File: config.mk
export PLATFORM = sky130hd
export DESIGN_NAME = gcca_prep
export DESIGN_NICKNAME = d
export VERILOG_FILES = /design/src/rtl/gcca_pkg.sv /design/src/rtl/gcca_prep.sv
export SDC_FILE = /design/constraint.sdc
export NUM_CORES = 2
export LEC_CHECK = 0
export ABC_AREA = 1
export BUFFER_PORTS_ARGS = -buffer_cell sky130_fd_sc_hd__buf_2
export CAP_MARGIN = 20
export CORE_AREA = 8 8 329 331
export DETAILED_ROUTE_END_ITERATION = 8
export DIE_AREA = 0 0 337 339
export GPL_ROUTABILITY_DRIVEN = 0
export PLACE_DENSITY = 0.73
export SLEW_MARGIN = 15
export SYNTH_ARGS = -nofsm -noshare
export SYNTH_HDL_FRONTEND = slang
export SYNTH_SLANG_ARGS = --single-unit
export TNS_END_PERCENT = 20
File: constraint.sdc
create_clock -name clk -period 7 [get_ports clk]
set_clock_uncertainty 0.2 [all_clocks]
set_input_delay 1.4 -clock clk [delete_from_list [all_inputs] [get_ports clk]]
set_output_delay 1.4 -clock clk [all_outputs]
set_load 0.02 [all_outputs]
File: src/rtl/gcca_pkg.sv
// ----------------------------------------------------------------------------
// gcca_pkg
// Shared widths, constants and arithmetic helpers for the great-circle
// central angle pipeline.
// ----------------------------------------------------------------------------
package gcca_pkg;

    localparam int FRAC_BITS    = 16;
    localparam int TRIG_BITS    = 30;
    localparam int CORDIC_STEPS = 30;
    localparam int SQRT_STEPS   = 31;
    localparam int LANES        = 3;

    localparam int DEG_W   = 24;
    localparam int ANGLE_W = 18;
    localparam int RED_W   = DEG_W + 2;
    localparam int MAG_W   = 23;
    localparam int CS_W    = 32;
    localparam int ROT_W   = 34;
    localparam int SQRT_W  = 62;
    localparam int ROOT_W  = 31;
    localparam int PROD_W  = 64;

    localparam logic signed [RED_W-1:0] DEG_FULL    = RED_W'(360 << FRAC_BITS);
    localparam logic signed [RED_W-1:0] DEG_HALF    = RED_W'(180 << FRAC_BITS);
    localparam logic signed [RED_W-1:0] DEG_QUARTER = RED_W'(90 << FRAC_BITS);

    // pi/180 in Q36, split so each partial product stays narrow
    localparam longint D2R_Q36   = 64'd1199381129;
    localparam int     D2R_SPLIT = 16;
    localparam int     D2R_HI_W  = 15;
    localparam logic [D2R_HI_W-1:0]  D2R_HI = D2R_HI_W'(D2R_Q36 >> D2R_SPLIT);
    localparam logic [D2R_SPLIT-1:0] D2R_LO = D2R_SPLIT'(D2R_Q36);
    localparam int PH_W       = MAG_W + D2R_HI_W;
    localparam int PL_W       = MAG_W + D2R_SPLIT;
    localparam int D2R_SUM_W  = PH_W + D2R_SPLIT + 2;
    localparam int D2R_SHIFT  = FRAC_BITS + 6;

    localparam int ROUND_SHIFT = TRIG_BITS - FRAC_BITS;

    typedef logic signed [CS_W-1:0]  trig_t;
    typedef logic signed [ROT_W-1:0] rot_t;
    typedef logic [SQRT_W-1:0]       sqr_t;
    typedef logic [ROOT_W-1:0]       root_t;

    localparam rot_t  INV_GAIN = ROT_W'(652032874);
    localparam rot_t  HALF_PI  = ROT_W'(1686629713);
    localparam trig_t Q30_ONE  = trig_t'(64'sd1 <<< TRIG_BITS);
    localparam logic [ANGLE_W-1:0] ANGLE_MAX = '1;

    localparam longint ATAN_HEAD [0:9] = '{
        843314857, 497837829, 263043837, 133525159, 67021687,
        33543516, 16775851, 8388437, 4194283, 2097149
    };

    function automatic rot_t atan_q30(input int i);
        rot_t r;
        if (i < 10)
            r = ROT_W'(ATAN_HEAD[i]);
        else
            r = ROT_W'(64'sd1 <<< (TRIG_BITS - i));
        return r;
    endfunction

    // Q30 x Q30 with round half up
    function automatic trig_t mul_q30(input trig_t a, input trig_t b);
        logic signed [PROD_W-1:0] p;
        p = PROD_W'(a) * PROD_W'(b) + (64'sd1 <<< (TRIG_BITS - 1));
        return trig_t'(p >>> TRIG_BITS);
    endfunction

endpackage

File: src/rtl/gcca_prep.sv
// ----------------------------------------------------------------------------
// gcca_prep
// Angle reduction into [-90, 90] degrees and conversion to Q30 radians.
// ----------------------------------------------------------------------------
module gcca_prep (
    input  logic                                  clk,
    input  logic                                  rst_n,
    input  logic                                  in_valid,
    input  logic signed [gcca_pkg::DEG_W-1:0]     first_latitude,
    input  logic        [gcca_pkg::DEG_W-1:0]     first_longitude,
    input  logic signed [gcca_pkg::DEG_W-1:0]     second_latitude,
    input  logic        [gcca_pkg::DEG_W-1:0]     second_longitude,
    output logic                                  out_valid,
    output gcca_pkg::rot_t [gcca_pkg::LANES-1:0]  z_out,
    output logic [gcca_pkg::LANES-1:0]            flip_out
);
    import gcca_pkg::*;

    logic signed [RED_W-1:0] deg [LANES];
    logic [MAG_W-1:0]  mag_next [LANES];
    logic [LANES-1:0]  neg_next, flip_next;

    logic [MAG_W-1:0]  mag_reg [LANES];
    logic [LANES-1:0]  neg_reg, flip_reg;
    logic [PH_W-1:0]   phi_reg [LANES];
    logic [PL_W-1:0]   plo_reg [LANES];
    logic [LANES-1:0]  neg2_reg, flip2_reg;
    rot_t [LANES-1:0]  z_reg;
    logic [LANES-1:0]  flip3_reg;
    logic [2:0]        valid_reg;

    always_comb
    begin
        deg[0] = RED_W'(first_latitude);
        deg[1] = RED_W'(second_latitude);
        deg[2] = RED_W'($signed({1'b0, first_longitude}))
               - RED_W'($signed({1'b0, second_longitude}));
    end

    // fold into [-180, 180], then into [-90, 90] with a sign flip
    always_comb
    begin
        logic signed [RED_W-1:0] r;
        for (int l = 0; l < LANES; l++)
        begin
            r = deg[l];
            if (r > DEG_HALF)
                r = r - DEG_FULL;
            else if (r < -DEG_HALF)
                r = r + DEG_FULL;
            flip_next[l] = 1'b0;
            if (r > DEG_QUARTER)
            begin
                r = r - DEG_HALF;
                flip_next[l] = 1'b1;
            end
            else if (r < -DEG_QUARTER)
            begin
                r = r + DEG_HALF;
                flip_next[l] = 1'b1;
            end
            neg_next[l] = r[RED_W-1];
            mag_next[l] = r[RED_W-1] ? MAG_W'(-r) : MAG_W'(r);
        end
    end

    always_ff @(posedge clk or negedge rst_n)
    begin
        if (!rst_n)
            valid_reg <= '0;
        else
            valid_reg <= {valid_reg[1:0], in_valid};
    end

    always_ff @(posedge clk)
    begin
        logic [D2R_SUM_W-1:0] s;
        for (int l = 0; l < LANES; l++)
        begin
            mag_reg[l] <= mag_next[l];
            phi_reg[l] <= PH_W'(mag_reg[l]) * PH_W'(D2R_HI);
            plo_reg[l] <= PL_W'(mag_reg[l]) * PL_W'(D2R_LO);
            s = (D2R_SUM_W'(phi_reg[l]) << D2R_SPLIT) + D2R_SUM_W'(plo_reg[l])
              + (D2R_SUM_W'(1) << (D2R_SHIFT - 1));
            z_reg[l] <= neg2_reg[l] ? -ROT_W'(s >> D2R_SHIFT) : ROT_W'(s >> D2R_SHIFT);
        end
        neg_reg   <= neg_next;
        flip_reg  <= flip_next;
        neg2_reg  <= neg_reg;
        flip2_reg <= flip_reg;
        flip3_reg <= flip2_reg;
    end

    assign out_valid = valid_reg[2];
    assign z_out     = z_reg;
    assign flip_out  = flip3_reg;

endmodule

==> summary.md <==
| Metric | Value |
|---|---|
| Clock latency at the later pin of the worst-skew pair | `630 ps` |
| Slew headroom | `34.6%` |
| Clock slew at reported path FFs | `60 ps` |
| Most used cell along the critical path | `fa_1` |
| GR Overflow Total | `0` |
| CP endpoint kind | `flip-flop` |
| CP max stage delay | `590 ps` |
| Hold Path Class | `flip-flop to flip-flop` |
| Yosys reg bits | `363` |
| EDFF count, synth | `0` |
| Post-DP HPWL | `108000 um` |
| Antenna violations before repair | `5` |
| CP arrival | `6890 ps` |
| Min cycle time layout | `6620 ps` |
| Most common cell after layout, fill and taps aside | `inv_1` |
| Area Overhead vs Synth | `9.27%` |
| Synth Instances | `5895` |
| Max_cap viols | `0` |
| Die Wd | `337 um` |
| Worst Max-Slew Pin Slew | `980 ps` |
| DR iter-0 viols | `2288` |
| Post_cts resized | `0` |
| Crit path required time | `7270 ps` |
| Endpoints failing setup | `0` |
| Final core occ | `54.2%` |
| Critical path origin | `mag_reg[0][54]$_DFF_P_` |
| Core Area | `103000 sq um` |
| Syn Nets | `7587` |
| Fmax | `0.151 GHz` |
| Post-DR wirelength/cell | `16.3 um` |
| Initial Utilization | `49.6%` |
| IO Count | `205` |
| H-tree levels | `2` |
| Post-CTS Setup Bufs | `0` |
| Register area share after synthesis | `14.3%` |
| Initial DRT Pass Iterations | `6` |
| CTS Sinks | `363` |
| Final hold vios | `0` |
| Hold path start | `flip2_reg[2]$_DFF_P_` |
| Critical path, cell by cell | `fa_1, fa_1, inv_1, fa_1, inv_1, fa_1, fa_1, fa_1, ha_1, a21oi_1, inv_1, a31oi_1, o21ai_0, a21boi_0, nor3_1, nor2_1, o21ai_0, nand4_1, o211ai_1, nand3_1, nand3_1, xor2_1` |
| RSZ-0062 raised after global routing | `yes` |
| Run status | `completed` |
| Number of port buffers | `204` |
| Vias per cell | `5.13` |
| Vias in the first global route | `40998` |
| Ys flop type | `dfxtp_1` |
| Final period util | `94.6%` |
| Synthesized area | `51100 sq um` |
| Antenna Violating Nets Remaining | `0` |
| Fin. max-slew vios | `0` |
| Die H | `339 um` |
| Final wirelength | `124000 um` |
| First-pass GRT wire length | `206000 um` |
| Worst-case clock buffer depth | `3` |
| FF-to-FF Start | `mag_reg[0][54]$_DFF_P_` |
| Ys Warns | `0` |
| Pin count of the biggest net entering global routing | `34` |
| Final net count | `7880` |
| Global-route usage over all layers | `22.1%` |
| Setup slack, reg-to-reg | `380 ps` |
| Commonest cells after routing, fill and taps aside | `inv_1 (1367), ha_1 (899), nand2_1 (858)` |
| Root buf cell | `clkbuf_16` |
| Routed via count | `38980` |
| CP Launch Type | `flip-flop` |
| Async SR Flop Fraction | `0.826%` |
| Remaining DRCs | `0` |
| Cts hold-fix bufs | `0` |
| Count of cell types in the netlist | `59` |
| Number of buffers created by CTS | `44` |
| Rows | `118` |
| Crit Path Category | `flip-flop to flip-flop` |
| Crit Path Max Fanout | `6` |
| Share of cells above drive strength 1 | `6.62%` |
| Slowest-stage cell, CP | `fa_1` |
| CTS tree | `built` |
| Post-Syn Area per Cell | `8.66 sq um` |
| Die ar. | `114000 sq um` |
| Max reg flops | `108` |
[through the flow]
step	hold WS (ps)	cell area, sq um	cells	TNS (ps)	setup slack [ps]
finish	126	55800	7605	0	380
global route	133	55800	7604	-22.9	-22.9
CTS	128	55800	7602	0	268
detailed placement	114	54200	7522	0	283
global placement	113	54200	7522	0	370
floorplan	110	51100	5895	0	743
[cell type report]
class	count	area (sq um)
fillers	9219	47100
multi-input cells	4131	38500
flip-flops and latches	363	7290
inverters	1382	5190
well taps	1380	1730
repair buffers	266	1490
clock buffers	52	1190
clock inverters	28	393
diodes	3	7.51
[cell families (layout without fill, tap and decap cells)]
| family | count (synthesis) | count (layout) | share of synthesized area [%] |
|---|---|---|---|
| AND/OR/NAND/NOR | 1574 | 1574 | 13.0 |
| AO/OA/AOI/OAI | 577 | 577 | 6.45 |
| flip-flops | 363 | 363 | 14.3 |
| buffers and inverters | 1401 | 1728 | 10.3 |
| other | 0 | 3 | 0 |
| XOR/XNOR | 387 | 387 | 6.70 |
| adder cells (fa/ha/maj) | 1593 | 1593 | 49.2 |
[worst max-delay path, delay by kind of cell (launching register included)]
kind,cells,cell delay (ps)
XOR/XNOR,1,160
AO/OA/AOI/OAI,6,1380
adder cells (fa/ha/maj),7,3430
buffers and inverters,3,160
flip-flops,1,480
AND/OR/NAND/NOR,5,670
[final timing paths]
check	endpoint	cells after the start
min reg2reg	flip_out[2]$_DFF_P_	0
max in group asynchronous	valid_reg[2]$_DFF_PN0_	1
min	flip_out[2]$_DFF_P_	0
min in group asynchronous	valid_reg[0]$_DFF_PN0_	1
max	phi_reg[0][110]$_DFF_P_	22
max reg2reg	phi_reg[0][110]$_DFF_P_	22
[layer usage]
| layer | track usage (%) | vias up | routed length, um |
|---|---|---|---|
| li1 | - | 19048 | - |
| met1 | 28.9 | 18631 | 54500 |
| met2 | 37.1 | 1064 | 57200 |
| met3 | 4.15 | 233 | 8530 |
| met4 | 6.30 | 4 | 3850 |
| met5 | 0 | - | 27 |
[cell usage after synthesis, types with 13 or more instances]
library cell / count / share of area, %
nor2_1: 337 / 2.5
o211ai_1: 17 / 0.25
fa_1: 694 / 27
a21oi_1: 289 / 2.8
o21a_1: 15 / 0.22
ha_1: 899 / 22
clkbuf_1: 16 / 0.12
nand4_1: 65 / 0.80
inv_1: 1367 / 10
nand3_1: 158 / 1.5
nand2_1: 858 / 6.3
or2_2: 13 / 0.16
xor2_1: 281 / 4.8
xnor2_1: 102 / 1.7
o21ai_0: 131 / 1.3
o21bai_1: 15 / 0.22
a21o_1: 17 / 0.25
a31oi_1: 16 / 0.20
dfxtp_1: 360 / 14
nor3_1: 64 / 0.63
o31ai_1: 17 / 0.25
nor4_1: 20 / 0.25
Power is not shown: default switching activity piles up to over one toggle a cycle in this logic, so the estimate is an artifact.
